[src/rtl/nspp_pkg.sv]
// ----------------------------------------------------------------------------
// nspp_pkg
// Shared types, character codes and tables for the note-string parser.
// ----------------------------------------------------------------------------
package nspp_pkg;

    // Timer clock that the tone divider counts from.
    localparam int unsigned TIMER_BASE_HZ = 62500;

    localparam int unsigned NOTE_COUNT   = 24;
    localparam int unsigned NOTE_IDX_W   = $clog2(NOTE_COUNT);
    localparam int unsigned SEMI_STEP    = 12;
    localparam int unsigned GAP_MS_VALUE = 30;

    localparam int unsigned BYTE_W     = 8;
    localparam int unsigned TEMPO_W    = 6;
    localparam int unsigned CMD_W      = 2;
    localparam int unsigned FREQ_W     = 11;
    localparam int unsigned DIVIDER_W  = 8;
    localparam int unsigned DURATION_W = 10;
    localparam int unsigned GAP_W      = 5;
    localparam int unsigned MULT_W     = 5;

    localparam logic [TEMPO_W-1:0] TEMPO_RESET = TEMPO_W'(1);

    typedef enum logic [CMD_W-1:0] {
        CMD_SET_TONE  = 2'd0,
        CMD_HOLD      = 2'd1,
        CMD_OUT_RANGE = 2'd2
    } cmd_t;

    // Characters with a meaning of their own
    localparam logic [BYTE_W-1:0] CH_END   = 8'h00;
    localparam logic [BYTE_W-1:0] CH_PLUS  = 8'h2B;  // '+'
    localparam logic [BYTE_W-1:0] CH_MINUS = 8'h2D;  // '-'

    localparam logic [FREQ_W-1:0] FREQ_TABLE [NOTE_COUNT] = '{
        11'd523,  11'd555,  11'd587,  11'd623,  11'd659,  11'd699,
        11'd740,  11'd784,  11'd831,  11'd881,  11'd933,  11'd988,
        11'd1047, 11'd1109, 11'd1175, 11'd1245, 11'd1318, 11'd1397,
        11'd1480, 11'd1568, 11'd1661, 11'd1760, 11'd1865, 11'd1975
    };

    typedef struct packed {
        logic       hit;
        logic [3:0] semi;
    } note_lookup_t;

    typedef struct packed {
        logic                  valid;
        cmd_t                  command;
        logic [FREQ_W-1:0]     tone_freq_hz;
        logic [DIVIDER_W-1:0]  timer_divider;
        logic [DURATION_W-1:0] duration_units;
        logic [GAP_W-1:0]      gap_ms;
    } nspp_result_t;

    function automatic note_lookup_t semitone_of(input logic [BYTE_W-1:0] ch);
        note_lookup_t r;
        r.hit  = 1'b1;
        r.semi = 4'd0;
        unique case (ch)
            8'h63:   r.semi = 4'd0;   // c
            8'h43:   r.semi = 4'd1;   // C
            8'h64:   r.semi = 4'd2;   // d
            8'h44:   r.semi = 4'd3;   // D
            8'h65:   r.semi = 4'd4;   // e
            8'h66:   r.semi = 4'd5;   // f
            8'h46:   r.semi = 4'd6;   // F
            8'h67:   r.semi = 4'd7;   // g
            8'h47:   r.semi = 4'd8;   // G
            8'h61:   r.semi = 4'd9;   // a
            8'h41:   r.semi = 4'd10;  // A
            8'h68:   r.semi = 4'd11;  // h
            default: r.hit  = 1'b0;
        endcase
        return r;
    endfunction

    // Zero means the byte is not a duration digit.
    function automatic logic [MULT_W-1:0] multiplier_of(input logic [BYTE_W-1:0] ch);
        logic [MULT_W-1:0] m;
        unique case (ch)
            8'h31:   m = 5'd16;  // '1'
            8'h32:   m = 5'd8;   // '2'
            8'h33:   m = 5'd6;   // '3'
            8'h34:   m = 5'd4;   // '4'
            8'h35:   m = 5'd3;   // '5'
            8'h38:   m = 5'd2;   // '8'
            default: m = 5'd0;
        endcase
        return m;
    endfunction

endpackage

[src/rtl/nspp_decode.sv]
// ----------------------------------------------------------------------------
// nspp_decode
// Single-pass decode of one string byte: octave update, note lookup with
// divider ROM, and duration computation.
// ----------------------------------------------------------------------------
module nspp_decode
    import nspp_pkg::*;
(
    input  logic [BYTE_W-1:0]  symbol_byte,
    input  logic [BYTE_W-1:0]  octave,
    input  logic [TEMPO_W-1:0] tempo,
    output logic [BYTE_W-1:0]  octave_next,
    output nspp_result_t       result
);

    logic [DIVIDER_W-1:0] div_rom [NOTE_COUNT];

    // Divider = base/freq - 1, worked out at elaboration.
    for (genvar i = 0; i < NOTE_COUNT; i++) begin : g_div
        localparam int unsigned Q = TIMER_BASE_HZ / FREQ_TABLE[i];
        assign div_rom[i] = (Q == 0) ? '0 : DIVIDER_W'(Q - 1);
    end

    note_lookup_t           note;
    logic [MULT_W-1:0]      mult;
    logic signed [BYTE_W:0] note_idx;
    logic                   in_range;
    logic [NOTE_IDX_W-1:0]  rom_addr;
    logic [MULT_W+TEMPO_W-1:0] product;

    assign note     = semitone_of(symbol_byte);
    assign mult     = multiplier_of(symbol_byte);
    assign note_idx = $signed({octave[BYTE_W-1], octave}) + $signed({5'b0, note.semi});
    assign in_range = !note_idx[BYTE_W] && (note_idx[BYTE_W-1:0] < BYTE_W'(NOTE_COUNT));
    assign rom_addr = note_idx[NOTE_IDX_W-1:0];
    assign product  = (MULT_W+TEMPO_W)'(mult) * (MULT_W+TEMPO_W)'(tempo);

    always_comb begin
        octave_next = octave;
        result      = '0;
        priority if (symbol_byte == CH_END) begin
            octave_next = '0;
        end else if (symbol_byte == CH_PLUS) begin
            octave_next = octave + BYTE_W'(SEMI_STEP);
        end else if (symbol_byte == CH_MINUS) begin
            octave_next = octave - BYTE_W'(SEMI_STEP);
        end else if (note.hit) begin
            result.valid = 1'b1;
            if (in_range) begin
                result.command       = CMD_SET_TONE;
                result.tone_freq_hz  = FREQ_TABLE[rom_addr];
                result.timer_divider = div_rom[rom_addr];
            end else begin
                result.command = CMD_OUT_RANGE;
            end
        end else if (mult != '0) begin
            result.valid          = 1'b1;
            result.command        = CMD_HOLD;
            result.duration_units = product[DURATION_W-1:0];
            result.gap_ms         = GAP_W'(GAP_MS_VALUE);
        end else begin
            result = '0;
        end
    end

endmodule

[src/rtl/note_string_player_parser_core.sv]
// ----------------------------------------------------------------------------
// note_string_player_parser_core
// Parses a note string one byte per beat into tone and duration commands.
// ----------------------------------------------------------------------------
// One byte is taken per clock. The byte is decoded against the current octave
// offset in a single pass, and any result lands in the output register. A new
// byte can enter in the same cycle that the parked result is taken, so a
// waiting result holds off the input only while m_ready is low. Throughput is
// one byte per cycle unless stalled; each registered result shows in the cycle after
// its byte. The only stall is a full output register that the consumer is not
// draining. '+', '-' and end of string set the octave only; unknown bytes do nothing.
module note_string_player_parser_core
    import nspp_pkg::*;
(
    input  logic                  aclk,
    input  logic                  aresetn,

    input  logic                  cfg_wr_en,
    input  logic [TEMPO_W-1:0]    cfg_wr_data,

    input  logic                  s_valid,
    output logic                  s_ready,
    input  logic [BYTE_W-1:0]     s_symbol_byte,

    output logic                  m_valid,
    input  logic                  m_ready,
    output logic [CMD_W-1:0]      m_command,
    output logic [FREQ_W-1:0]     m_tone_freq_hz,
    output logic [DIVIDER_W-1:0]  m_timer_divider,
    output logic [DURATION_W-1:0] m_duration_units,
    output logic [GAP_W-1:0]      m_gap_ms
);

    logic [TEMPO_W-1:0] tempo_reg;
    logic [BYTE_W-1:0]  octave_reg;
    logic [BYTE_W-1:0]  octave_next;
    logic               out_valid_reg;
    logic               out_valid_next;
    nspp_result_t       out_reg;
    nspp_result_t       dec_result;
    logic               s_beat;

    nspp_decode u_decode (
        .symbol_byte (s_symbol_byte),
        .octave      (octave_reg),
        .tempo       (tempo_reg),
        .octave_next (octave_next),
        .result      (dec_result)
    );

    assign s_ready = !out_valid_reg || m_ready;
    assign s_beat  = s_valid && s_ready;

    always_comb begin
        out_valid_next = out_valid_reg;
        if (s_beat) begin
            out_valid_next = dec_result.valid;
        end else if (m_ready) begin
            out_valid_next = 1'b0;
        end
    end

    always_ff @(posedge aclk) begin
        if (!aresetn) begin
            tempo_reg     <= TEMPO_RESET;
            octave_reg    <= '0;
            out_valid_reg <= 1'b0;
        end else begin
            if (cfg_wr_en) begin
                tempo_reg <= cfg_wr_data;
            end
            if (s_beat) begin
                octave_reg <= octave_next;
            end
            out_valid_reg <= out_valid_next;
        end
    end

    always_ff @(posedge aclk) begin
        if (s_beat && dec_result.valid) begin
            out_reg <= dec_result;
        end
    end

    assign m_valid          = out_valid_reg;
    assign m_command        = out_reg.command;
    assign m_tone_freq_hz   = out_reg.tone_freq_hz;
    assign m_timer_divider  = out_reg.timer_divider;
    assign m_duration_units = out_reg.duration_units;
    assign m_gap_ms         = out_reg.gap_ms;

    // Backpressure only when a result is parked and not taken.
    a_ready_stall: assert property (@(posedge aclk) disable iff (!aresetn)
        !s_ready |-> (out_valid_reg && !m_ready))
        else $error("s_ready low without a stalled result");

    a_end_clears_octave: assert property (@(posedge aclk) disable iff (!aresetn)
        (s_beat && s_symbol_byte == CH_END) |=> (octave_reg == '0))
        else $error("end of string did not clear octave offset");

    a_plus_step: assert property (@(posedge aclk) disable iff (!aresetn)
        (s_beat && s_symbol_byte == CH_PLUS)
            |=> (octave_reg == $past(octave_reg) + BYTE_W'(SEMI_STEP)))
        else $error("octave up step wrong");

    a_range_zero: assert property (@(posedge aclk) disable iff (!aresetn)
        (m_valid && m_command == CMD_OUT_RANGE)
            |-> (m_tone_freq_hz == '0 && m_timer_divider == '0 &&
                 m_duration_units == '0 && m_gap_ms == '0))
        else $error("out-of-range result carries payload");

    a_tone_fields: assert property (@(posedge aclk) disable iff (!aresetn)
        (m_valid && m_command == CMD_SET_TONE)
            |-> (m_tone_freq_hz != '0 && m_duration_units == '0 && m_gap_ms == '0))
        else $error("set-tone result malformed");

endmodule

[config.mk]
export PLATFORM = sky130hd
export DESIGN_NAME = note_string_player_parser_core
export DESIGN_NICKNAME = d
export VERILOG_FILES = /design/src/rtl/nspp_pkg.sv /design/src/rtl/nspp_decode.sv /design/src/rtl/note_string_player_parser_core.sv
export SDC_FILE = /design/constraint.sdc
export NUM_CORES = 1
export LEC_CHECK = 0
export ABC_AREA = 1
export BUFFER_PORTS_ARGS = -buffer_cell sky130_fd_sc_hd__buf_4
export CORE_MARGIN = 5
export CORE_UTILIZATION = 25
export CTS_BUF_LIST = sky130_fd_sc_hd__clkbuf_16
export CTS_CLUSTER_DIAMETER = 50
export DETAILED_ROUTE_END_ITERATION = 10
export HOLD_SLACK_MARGIN = 0.12
export SYNTH_ARGS = -nofsm -noshare
export SYNTH_HDL_FRONTEND = slang
export SYNTH_SLANG_ARGS = --single-unit
[constraint.sdc]
create_clock -name aclk -period 8 [get_ports aclk]
set_clock_uncertainty 0.15 [all_clocks]
set_input_delay 0.4 -clock aclk [delete_from_list [all_inputs] [get_ports aclk]]
set_output_delay 0.4 -clock aclk [all_outputs]
set_load 0.02 [all_outputs]
==> results by group <==
Status
  – Status: completed

Drt
  – Iter 0 DRT Violations: 260
  – DR pass1 iterations: 4
  – DR DRC count: 0
  – WL/cell: 12.1 µm
  – Final WL: 8980 µm
  – Antenna-violating nets left: 0
  – Vias per inst: 4.44
  – Via count: 3292

Global routing
  – Pin count of the biggest net entering global routing: 20
  – First-pass GRT wire length: 15000 µm
  – Initial antenna violation count: 0
  – Tot GR Track Use: 10.2%
  – Global-route congestion overflow total: 0
  – Vias in the first global route: 3059

STA
  – Setup violators final: 0
  – Slew headroom: 44.2%
  – Final Critical Period: 4.03 ns
  – Hold WS: 0.172 ns
  – Final worst-path cycle share: 50.3%
  – Max Freq: 248 MHz
  – Unrepaired setup endpoints after global routing: false
  – Slew Viols, Final: 0
  – Setup tns final: 0 ns
  – Final Hold Violating Endpoints: 0
  – Slew @ Worst Pin: 0.833 ns
  – Worst setup margin: 3.97 ns

Hold path
  – HP Start: cfg_wr_en
  – HP Class: input pin to flip-flop

Clock network
  – Bufs on Longest Clock Path: 2
  – CTS root buffer: clkbuf_16
  – CTS buffer count: 5
  – TritonCTS clock tree: done
  – Worst-path clk slew: 0.06 ns
  – CTS Hold Bufs: 0
  – Worst skew pair latency: 0.30 ns
  – Htree depth: 2
  – # Post-CTS Setup Buffers: 0
  – CTS resizes: 0
  – # clock sinks: 44

Synthesis
  – Avg Cell Area, Syn: 7.65 µm²
  – YS warnings: 0
  – Post-Syn Area: 3830 µm²
  – Cells after synthesis: 501
  – Synth top area share: 24.3%
  – Sequential cell area fraction in the yosys report: 31.1%
  – Synth cell types: 41
  – EDFF count, synth: 31
  – FF+latch count, synth: 44
  – Most common cell in the netlist: nand2_1
  – Largest cells by area after synthesis: edfxtp_1 (24%), nand2_1 (11%), ha_1 (11%)
  – Ys flop type: edfxtp_1
  – Ys async rst share: 0%
  – Commonest cells post-synth: nand2_1 (111), inv_1 (73), nor2_1 (53)
  – Area leader, netlist: edfxtp_1

Die
  – Starting density of the core: 25.3%
  – DIE WIDTH: 134 µm
  – DIE AREA: 17900 µm²
  – Row cnt: 45
  – # IOs: 57
  – Core area: 15100 µm²
  – DIE HEIGHT: 134 µm

Power
  – Clock Power Share: 43.5%
  – Leak: 2.21 nW
  – NetSw: 0.137 mW
  – PwrDens: 122 nW/µm²
  – Register share of total power: 45.0%
  – Cell internal pwr: 0.418 mW
  – Peak supply drop: 0.0752 mV
  – Total Power: 0.555 mW
  – Sw Ratio: 24.7%
  – Comb power frac: 11.5%

Place
  – Dpl hpwl: 7150 µm
  – Setup Slack @ Placement: 3.68 ns
  – Placer Congestion: 0.854
  – IO Port Bufs: 54
  – Placed insts: 734
  – Placed Area: 4390 µm²

Cells and area
  – Diode count: 0
  – Finished Cell Area: 4560 µm²
  – Layout cells sized above 1: 19.0%
  – Nets: 617
  – Synth-to-Final Area Change: 19.1%
  – Largest register FFs: 11
  – Fillers: 1622
  – Post-Route Utilization: 30.1%
  – Number of non-filler instances in the completed layout: 742

Flow run
  – Max-cap violations: 0

Setup path
  – RR Startpoint: tempo_reg[3]
  – Startpoint Class: input pin
  – CP required: 7.89 ns
  – Crit Path Category: input pin to flip-flop
  – Critical Path Sink Type: flip-flop
  – Worst path arrival time: 3.92 ns
  – Crit Path Max Fanout: 6
  – Worst Setup SP: s_symbol_byte[1]
cell families after synthesis:
kind of cell / synth area share (%)
other: 0.0978
AO/OA/AOI/OAI: 12.8
adder cells (fa/ha/maj): 17.0
XOR/XNOR: 2.42
buffers and inverters: 10.2
AND/OR/NAND/NOR: 26.4
flip-flops: 31.1
metal layers:
layer  global-route usage [%]  vias up  share of wire (%)
met5                        0        -                  0
met1                     14.6     1456                 51
met3                     2.55        8                7.4
li1                         -     1729                  -
met4                     2.97        0                1.3
met2                     15.3       99                 41
critical path, stage by stage:
cell and delay, ns:
buf_4 0.13, nor2_2 0.18, nand2_1 0.10, nand2_1 0.11
nand2_1 0.17, nor2_1 0.17, fa_1 0.46, fa_1 0.54
inv_1 0.05, fa_1 0.52, inv_1 0.04, ha_1 0.35
nand3_1 0.11, nand3_1 0.10, nand2_1 0.07, nand2_1 0.05
a21oi_1 0.14, xor2_1 0.16, nor2_1 0.05
area by class of cell:
cell class	count	area, µm²	share of cell area, %
Clock buffer	5	125	2.74
Clock inverter	3	46.3	1.01
Timing Repair Buffer	55	413	9.05
Multi-Input combinational cell	369	2260	49.5
Tap cell	188	235	5.15
Inverter	78	293	6.42
Sequential cell	44	1190	26.1
power by group through the flow:
stage / Sequential [mW] / Clock (mW) / Combinational (mW)
global route: 0.250 / 0.258 / 0.0716
detailed placement: 0.255 / 0 / 0.0639
global placement: 0.255 / 0 / 0.0636
floorplan: 0.257 / 0 / 0.0387
finish: 0.250 / 0.241 / 0.0640
CTS: 0.250 / 0.249 / 0.0643
final timing paths:
kind | to | cells after the start | slack [ns]
min reg2reg | octave_reg[6] | 2 | 0.37
min | tempo_reg[0] | 2 | 0.17
max | m_duration_units[8] | 19 | 3.97
max reg2reg | m_duration_units[8] | 15 | 4.30
cell usage in the layout, fill, tap and decap left out, types with 26 or more instances in the layout:
master | Yosys | routed
inv_1 | 73 | 73
nand3_1 | 27 | 27
o21ai_0 | 26 | 26
edfxtp_1 | 31 | 31
a21oi_1 | 41 | 41
nor2_1 | 53 | 53
ha_1 | 33 | 33
buf_4 | 7 | 55
nand2_1 | 111 | 111
Power figures use the tool's default switching activity.
